### config.mk
export PLATFORM = sky130hd
export DESIGN_NAME = dual_crc8_crc16_engine_top
export DESIGN_NICKNAME = d
export VERILOG_FILES = /design/src/hw/rtl/dcrc_pkg.sv /design/src/hw/rtl/dual_crc8_crc16_engine_top.sv
export SDC_FILE = /design/constraint.sdc
export NUM_CORES = 1
export LEC_CHECK = 0
export ABC_AREA = 1
export BUFFER_PORTS_ARGS = -buffer_cell sky130_fd_sc_hd__clkbuf_2
export CAP_MARGIN = 20
export CORE_AREA = 2 2 82 84
export CTS_BUF_LIST = sky130_fd_sc_hd__clkbuf_4 sky130_fd_sc_hd__clkbuf_8 sky130_fd_sc_hd__clkbuf_16
export CTS_CLUSTER_SIZE = 14
export DETAILED_ROUTE_END_ITERATION = 10
export DIE_AREA = 0 0 84 86
export PLACE_DENSITY = 0.75
export SETUP_SLACK_MARGIN = 0.15
export SLEW_MARGIN = 20
export SYNTH_ARGS = -nofsm -noshare
export SYNTH_HDL_FRONTEND = slang
export SYNTH_SLANG_ARGS = --single-unit
### constraint.sdc
create_clock -name clk -period 3.9 [get_ports clk]
set_input_delay 0.78 -clock clk [delete_from_list [all_inputs] [get_ports clk]]
set_output_delay 0.78 -clock clk [all_outputs]
set_load 0.01 [all_outputs]
### src/hw/rtl/dcrc_pkg.sv
// shared constants and crc byte-update functions for the dual crc engine
// no dependencies
`timescale 1ns / 1ps

package dcrc_pkg;

  localparam int unsigned BYTE_W     = 8;
  localparam int unsigned CRC_W      = 16;
  localparam int unsigned CFG_ADDR_W = 1;
  localparam int unsigned CFG_DATA_W = 16;

  localparam logic [CFG_ADDR_W-1:0] REG_CRC_MODE = 1'd0;
  localparam logic [CFG_ADDR_W-1:0] REG_SEED     = 1'd1;

  localparam logic MODE_CRC8  = 1'b0;
  localparam logic MODE_CRC16 = 1'b1;

  localparam logic [CRC_W-1:0]  POLY16   = 16'h1021;
  localparam logic [BYTE_W-1:0] POLY8    = 8'h8C;
  localparam logic [CRC_W-1:0]  INV_MASK = 16'hFFFF;

  // msb-first ccitt update, byte folded into the top byte
  function automatic logic [CRC_W-1:0] fold16(input logic [CRC_W-1:0] acc_in,
                                              input logic [BYTE_W-1:0] byte_in);
    logic [CRC_W-1:0] acc;
    acc = acc_in ^ {byte_in, 8'h00};
    for (int n = 0; n < BYTE_W; n++) begin
      if (acc[CRC_W-1]) begin
        acc = {acc[CRC_W-2:0], 1'b0} ^ POLY16;
      end else begin
        acc = {acc[CRC_W-2:0], 1'b0};
      end
    end
    return acc;
  endfunction

  // lsb-first reflected 0x8c update
  function automatic logic [BYTE_W-1:0] fold8(input logic [BYTE_W-1:0] acc_in,
                                              input logic [BYTE_W-1:0] byte_in);
    logic [BYTE_W-1:0] acc;
    acc = acc_in ^ byte_in;
    for (int n = 0; n < BYTE_W; n++) begin
      if (acc[0]) begin
        acc = {1'b0, acc[BYTE_W-1:1]} ^ POLY8;
      end else begin
        acc = {1'b0, acc[BYTE_W-1:1]};
      end
    end
    return acc;
  endfunction

endpackage

### src/hw/rtl/dual_crc8_crc16_engine_top.sv
// top level of the dual crc-8 / crc-16 streaming engine
// depends on dcrc_pkg for constants and the byte-update functions
`timescale 1ns / 1ps

// Takes one message byte per cycle while out_tready does not stall the result
// stream and returns one running CRC per byte. The byte is captured in the
// input register when taken; its CRC is captured in the result register once
// that register is free. The whole eight-bit update, CRC-16 CCITT (0x1021,
// msb first) or reflected CRC-8 (0x8C, lsb first) as selected by crc_mode,
// is done combinationally between those two registers, which sets the rate
// of one byte per clock. The first byte of each message starts from seed; on
// the byte with tlast set the result carries tuser = 1 and, in CRC-16 mode,
// the inverted CRC, and the next byte begins a new message. In CRC-8 mode
// the upper byte of the result is zero. Registers are to be written by the
// user through cfg_we / cfg_addr / cfg_wdata (0: crc_mode, 1: seed) while no
// request is in flight; the block itself does not enforce this.
module dual_crc8_crc16_engine_top (
  input  logic                               clk,
  input  logic                               rst_n,
  // input stream
  input  logic                               in_tvalid,
  output logic                               in_tready,
  input  logic [dcrc_pkg::BYTE_W-1:0]        in_tdata,   // [7:0] data_byte
  input  logic                               in_tlast,   // last_byte
  // result stream
  output logic                               out_tvalid,
  input  logic                               out_tready,
  output logic [dcrc_pkg::CRC_W-1:0]         out_tdata,  // [15:0] crc_value
  output logic                               out_tuser,  // final_res
  // configuration
  input  logic                               cfg_we,
  input  logic [dcrc_pkg::CFG_ADDR_W-1:0]    cfg_addr,
  input  logic [dcrc_pkg::CFG_DATA_W-1:0]    cfg_wdata
);

  logic                          crc_mode_r;
  logic [dcrc_pkg::CRC_W-1:0]    seed_r;
  logic [dcrc_pkg::CRC_W-1:0]    running_crc_r;
  logic [dcrc_pkg::CRC_W-1:0]    running_crc_nxt;
  logic                          msg_start_r;

  logic                          s1_valid_r;
  logic                          s1_valid_nxt;
  logic [dcrc_pkg::BYTE_W-1:0]   s1_byte_r;
  logic                          s1_last_r;

  logic                          out_valid_r;
  logic                          out_valid_nxt;
  logic [dcrc_pkg::CRC_W-1:0]    out_crc_r;
  logic                          out_final_r;

  logic                          adv;
  logic                          in_acc;
  logic [dcrc_pkg::CRC_W-1:0]    acc_base;
  logic [dcrc_pkg::CRC_W-1:0]    shown;

  assign adv       = s1_valid_r && (!out_valid_r || out_tready);
  assign in_tready = !s1_valid_r || adv;
  assign in_acc    = in_tvalid && in_tready;

  assign out_tvalid = out_valid_r;
  assign out_tdata  = out_crc_r;
  assign out_tuser  = out_final_r;

  // crc update
  always_comb begin
    acc_base = msg_start_r ? seed_r : running_crc_r;
    if (crc_mode_r == dcrc_pkg::MODE_CRC16) begin
      running_crc_nxt = dcrc_pkg::fold16(acc_base, s1_byte_r);
    end else begin
      running_crc_nxt = {8'h00, dcrc_pkg::fold8(acc_base[7:0], s1_byte_r)};
    end
    if (s1_last_r && crc_mode_r == dcrc_pkg::MODE_CRC16) begin
      shown = running_crc_nxt ^ dcrc_pkg::INV_MASK;
    end else begin
      shown = running_crc_nxt;
    end
  end

  always_comb begin
    if (in_acc) begin
      s1_valid_nxt = 1'b1;
    end else if (adv) begin
      s1_valid_nxt = 1'b0;
    end else begin
      s1_valid_nxt = s1_valid_r;
    end
    if (adv) begin
      out_valid_nxt = 1'b1;
    end else if (out_tready) begin
      out_valid_nxt = 1'b0;
    end else begin
      out_valid_nxt = out_valid_r;
    end
  end

  // configuration registers
  always_ff @(posedge clk) begin
    if (!rst_n) begin
      crc_mode_r <= dcrc_pkg::MODE_CRC16;
      seed_r     <= '0;
    end else if (cfg_we) begin
      unique case (cfg_addr)
        dcrc_pkg::REG_CRC_MODE: crc_mode_r <= cfg_wdata[0];
        dcrc_pkg::REG_SEED:     seed_r     <= cfg_wdata;
        default: ;
      endcase
    end
  end

  // control and crc state
  always_ff @(posedge clk) begin
    if (!rst_n) begin
      s1_valid_r    <= 1'b0;
      out_valid_r   <= 1'b0;
      running_crc_r <= '0;
      msg_start_r   <= 1'b1;
    end else begin
      s1_valid_r  <= s1_valid_nxt;
      out_valid_r <= out_valid_nxt;
      if (adv) begin
        running_crc_r <= running_crc_nxt;
        msg_start_r   <= s1_last_r;
      end
    end
  end

  // payload
  always_ff @(posedge clk) begin
    if (in_acc) begin
      s1_byte_r <= in_tdata;
      s1_last_r <= in_tlast;
    end
    if (adv) begin
      out_crc_r   <= shown;
      out_final_r <= s1_last_r;
    end
  end

`ifndef SYNTHESIS
  a_msg_start_follows_last: assert property (@(posedge clk) disable iff (!rst_n)
    adv |=> msg_start_r == $past(s1_last_r))
    else $error("message start flag does not follow last byte");

  a_crc8_upper_zero: assert property (@(posedge clk) disable iff (!rst_n)
    (adv && crc_mode_r == dcrc_pkg::MODE_CRC8) |=> out_tdata[15:8] == 8'h00)
    else $error("crc-8 result has nonzero upper byte");

  a_state_holds: assert property (@(posedge clk) disable iff (!rst_n)
    !adv |=> $stable(running_crc_r) && $stable(msg_start_r))
    else $error("crc state changed without a request");

  a_final_tracks_last: assert property (@(posedge clk) disable iff (!rst_n)
    adv |=> out_tuser == $past(s1_last_r) && out_tvalid)
    else $error("result final flag does not match last byte");

  a_reset_idle: assert property (@(posedge clk)
    !rst_n |=> !out_tvalid && in_tready)
    else $error("block not idle after reset");
`endif

endmodule
### Word level (Yosys, flattened, before mapping)

Cells that the tools add are included.

* mux-type cells: 37
* bitwise logic cells: 20
* reduce and logical (&&, ||, !) cells: 11

Operator list (number)
* 16-bit 2-to-1 mux: 10
* 8-bit 2-to-1 mux: 15
* 13-bit 2-to-1 mux: 8
* 2-bit inverter with 3-bit output: 8
* 3-bit inverter: 8
* 16-bit inverter: 1
* 16-bit XOR: 1
* 8-bit XOR: 1
* 1-bit 2-to-1 mux: 4
* 2-bit AND reduction: 2
* 2-bit nonzero test: 2
* 1-bit logical AND: 3
* 1-bit zero test: 2
* 1-bit logical OR: 2
* 1-bit inverter: 1

* bits in registers: 62
* output and inout port bits: 19

### Longest topological paths before layout

* word-level depth: 28
* gate-level depth with buffers: 17
* mapped depth without buffers: 15

### Least setup slack after synthesis

Ideal clock, no wire load.

* path kind: input -> register
* from: input port out_tready
* to: register out_crc_r, in the netlist out_tdata[0] (enable)
* library setup time: 389 ps
* arrival time: 1778 ps
* data required time: 3511 ps
* setup slack: 1733 ps
* cell stages on the path: 5
* path buffers: 1
* path through: inv_1 -> nand2_1 -> nand2_1 -> inv_1 -> clkbuf_1

* word-level cells in the longest chain between the ends: 2

RTL lines
* start, declared: line dual_crc8_crc16_engine_top.sv:27 `input logic out_tready,`
* 1-bit logical OR: line dual_crc8_crc16_engine_top.sv:57 `assign adv = s1_valid_r && (!out_valid_r || out_tready);`
* 1-bit logical AND: line dual_crc8_crc16_engine_top.sv:57
* net adv: line dual_crc8_crc16_engine_top.sv:52 `logic adv;`
* end signal, assigned: line dual_crc8_crc16_engine_top.sv:135 `out_crc_r <= shown;`
* end, declared: line dual_crc8_crc16_engine_top.sv:49 `logic [dcrc_pkg::CRC_W-1:0] out_crc_r;`

The timed path passes the listed nets, and every way through them passes these cells.
A chain may end at the register's enable or synchronous reset.

### Worst setup path in the final report

* from: register msg_start_r
* to: register out_crc_r, in the netlist out_tdata[6], data pin

* word-level cells in the longest chain between the ends: 22
* elaborated cells on any way between the ends: 41
* those cells by class: mux: 33; bitwise: 8

RTL lines
* start, declared: line dual_crc8_crc16_engine_top.sv:40 `logic msg_start_r;`
* start signal, assigned: line dual_crc8_crc16_engine_top.sv:123 `msg_start_r <= s1_last_r;`
* 16-bit 2-to-1 mux *: line dual_crc8_crc16_engine_top.sv:67 `acc_base = msg_start_r ? seed_r : running_crc_r;`
* 8-bit XOR: line dcrc_pkg.sv:41 `acc = acc_in ^ byte_in;`
* 8-bit 2-to-1 mux: line dcrc_pkg.sv:43 `if (acc[0]) begin`
* 8-bit 2-to-1 mux: line dual_crc8_crc16_engine_top.sv:68 `if (crc_mode_r == dcrc_pkg::MODE_CRC16) begin`
* 8-bit 2-to-1 mux: line dcrc_pkg.sv:43
* 8-bit 2-to-1 mux: line dual_crc8_crc16_engine_top.sv:68
* 2-bit inverter with 3-bit output (no source line)
* 8-bit 2-to-1 mux: line dcrc_pkg.sv:43
* (+7 left out)
* 8-bit 2-to-1 mux: line dual_crc8_crc16_engine_top.sv:68
* 8-bit 2-to-1 mux: line dcrc_pkg.sv:43
* 8-bit 2-to-1 mux: line dual_crc8_crc16_engine_top.sv:68
* 8-bit 2-to-1 mux: line dcrc_pkg.sv:43
* 16-bit 2-to-1 mux *: line dual_crc8_crc16_engine_top.sv:68
* 16-bit inverter (no source line)
* 16-bit 2-to-1 mux *: line dual_crc8_crc16_engine_top.sv:73 `if (s1_last_r && crc_mode_r == dcrc_pkg::MODE_CRC16) begin`
* net shown, one bit: line dual_crc8_crc16_engine_top.sv:55 `logic [dcrc_pkg::CRC_W-1:0] shown;`

Mark *: on every way through the listed nets, which the timed path passes. The rest lies on a longest branch. The select of a mux whose other input is x is not followed.

==> results.py <==
metrics = {
    "critical_path": {
        "worstPathRequired_ns": 4.02,
        "path_class": "reg2reg",
        "cp.arrival_ns": 2.76,
        "critPathCaptureType": "flop",
        "path_max_fanout": 25,
        "r2r_start": "msg_start_r$_SDFFE_PN1P_",
        "cp-startpoint": "msg_start_r$_SDFFE_PN1P_",
        "crit_path_start_kind": "flop",
    },
    "routing": {
        "drtAntennaViolNets": 0,
        "drc": 0,
        "drt_iter0_markers": 273,
        "wl_per_cell_um": 13.9,
        "wl_um": 7850,
        "first_pass_iters": 5,
        "num_vias": 2939,
        "drt-vias-per-instance": 5.19,
    },
    "grt": {
        "grt_pass1_vias": 2696,
        "globalRoute.totalOverflow": 0,
        "antenna_found_initial": 0,
        "grt_usage_pct": 23.6,
        "grt_pass1_wl_um": 13100,
        "grt_max_degree": 29,
    },
    "clock_network": {
        "numCtsBuffers": 9,
        "clkSlewWorstSetupHoldPaths_ns": 0.08,
        "cts_hold_repair.buffers": 0,
        "cts.sinks": 62,
        "clockBufferDepth": 2,
        "cts_root_buffer": "clkbuf_8",
        "h-tree-depth": 3,
        "cts_tree": "yes",
        "cts_resized": 0,
        "cts_setup_buffers": 0,
        "clkLatencyLatePin_ns": 0.36,
    },
    "placed_design": {
        "gp_congestion": 0.965,
        "io_buffers": 49,
        "dpl_worst_slack_ns": 1.31,
        "dp_hpwl_um": 6100,
    },
    "yosys": {
        "netlist.area_leader.share_pct": 23.2,
        "ys_warn_count": 0,
        "synth_top_cell_by_area": "edfxtp_1",
        "netlist_area_um2": 3360,
        "synthesis.nets": 471,
        "async_flop_share_pct": 0,
        "synth.yosys.seq_area_share_pct": 44.7,
        "yosys-top-cells-area": "edfxtp_1 23%, dfxtp_1 21%, nand2_1 15%, nand3_1 7.0%, o21ai_0 5.4%",
        "synth_commonest_cells": "135 x nand2_1, 47 x nand3_1, 36 x dfxtp_1, 36 x inv_1, 36 x o21ai_0",
        "synth_ff_type": "dfxtp_1",
        "ys_seq_elements": 62,
        "synth-edff-count": 26,
        "avgSynthCellArea_um2": 7.64,
        "synth_most_common_cell": "nand2_1",
        "synthCells": 440,
        "synth.distinct_cells": 31,
    },
    "sta": {
        "hold_viol_final": 0,
        "slew_viol_final": 0,
        "fmax_mhz": 379,
        "tightest_slew_ns": 0.876,
        "setup_ws_ns": 1.26,
        "period_share_pct": 67.7,
        "rsz0062_at_grt": "no",
        "skew_ns": 0.0129,
        "setup_viol": 0,
        "fin_setup_tns_ns": 0,
        "timing.final.crit_period_ns": 2.64,
        "relSlewSlack_pct": 41.5,
    },
    "pwr": {
        "power_density_nw_per_um2": 498,
        "power_frac_clock_pct": 38.1,
        "peakVddDrop_uv": 445,
        "netSwitchingPower_w": 0.000577,
        "power.share.combinational_pct": 21.6,
        "p_int_w": 0.00135,
        "p_sw_share_pct": 29.9,
        "leakage_nw": 1.86,
        "p_seq_share_pct": 40.3,
    },
    "floorplan": {
        "start_util_pct": 53.5,
        "core-area_um2": 6280,
        "die-width_um": 84,
        "die_h_um": 86,
        "die_area_um2": 7220,
        "boundaryPins": 50,
        "std_cell_rows": 29,
    },
    "run_status": {
        "status": "finished, final reports clean",
    },
    "final_layout": {
        "num_antenna_cells": 0,
        "syn_to_final_growth_pct": 15.2,
        "drive_gt1_share_pct": 18.6,
        "final_nets": 515,
        "fin_util_pct": 61.7,
    },
    "job": {
        "cap_violations": 0,
    },
    "min_path": {
        "holdCritPathClass": "reg2reg",
        "min_from": "seed_r[1]$_SDFFE_PN0P_",
    },
}
## cell type report
type,count,area (um2)
Sequential cell,62,1500
Multi-Input combinational cell,319,1600
Tap cell,77,96.3
Inverter,42,163
Timing Repair Buffer,50,253
Fill cell,585,2400
Clock buffer,10,149
Clock inverter,6,114
## state kept, by name, indices dropped and copies added, names as in the netlist
register and flops:
seed_r 16, msg_start_r 1, out_tuser 1, crc_mode_r 1, s1_byte_r 8, out_tvalid 1
out_tdata 16, s1_last_r 1, s1_valid_r 1, running_crc_r 16
## path summary, 6_finish.rpt
| check | slack, ns | cells past startpoint | end |
|---|---|---|---|
| max | 1.26 | 12 | out_tdata[6]$_DFFE_PP_ |
| min | 0.47 | 2 | seed_r[1]$_SDFFE_PN0P_ |
| max reg2reg | 1.26 | 12 | out_tdata[6]$_DFFE_PP_ |
| min reg2reg | 0.47 | 2 | seed_r[1]$_SDFFE_PN0P_ |
## through the flow
stage | hold WS [ns] | total power, W | instances | cell area [um2]
final | 0.475 | 0.00193 | 566 | 3870
after global routing | 0.507 | 0.00203 | 566 | 3870
after CTS | 0.473 | 0.00193 | 566 | 3870
after detailed placement | 0.463 | 0.00120 | 550 | 3610
after global placement | 0.458 | 0.00119 | 550 | 3610
after floorplan | 0.444 | 0.00110 | 440 | 3360
## layout by cell type (no fill, tap or decap), drive strengths merged
master,instances
nand3b,1
xor2,22
o21a,1
clkinv,3
xnor2,2
nor2,29
edfxtp,26
a21oi,21
inv,42
nand3,48
or2,4
bufinv,3
o211ai,3
buf,1
dfxtp,36
clkbuf,59
o21ai,44
nand2,144
## critical path, cell delays in order (launching register included)
cell and delay [ns]:
dfxtp_1 0.90, inv_6 0.17, nand2_1 0.17, nand3_1 0.09, nand2_1 0.13, nand2_1 0.12, nand2_2 0.13, xor2_2 0.21
nor2_1 0.08, o21ai_2 0.16, nand2_1 0.10, nand2_1 0.07, nand2_1 0.06
## cell families (layout without fill, tap and decap cells)
family | Yosys count | in the layout | synth area share, %
compound gates | 69 | 69 | 11.0
xor+xnor | 24 | 24 | 7.93
buf+inv | 59 | 108 | 7.82
flops | 62 | 62 | 44.7
simple gates | 226 | 226 | 28.6
## routing by layer
metal  global-route usage (%)  routed length, um  vias to the layer above
li1                         -                  -                     1507
met1                     31.7               3610                     1311
met2                     37.3               3610                      100
met3                     4.43                410                       21
met4                     11.0                217                        0
met5                        0                  0                        -
## power by group through the flow
stage | Combinational, W | Sequential, W | Clock (W)
after global routing | 0.000475 | 0.000781 | 0.000774
after floorplan | 0.000313 | 0.000783 | 0
final | 0.000417 | 0.000777 | 0.000734
after global placement | 0.000404 | 0.000789 | 0
after detailed placement | 0.000412 | 0.000790 | 0
after CTS | 0.000414 | 0.000776 | 0.000744
Power figures use the tool's default switching activity.
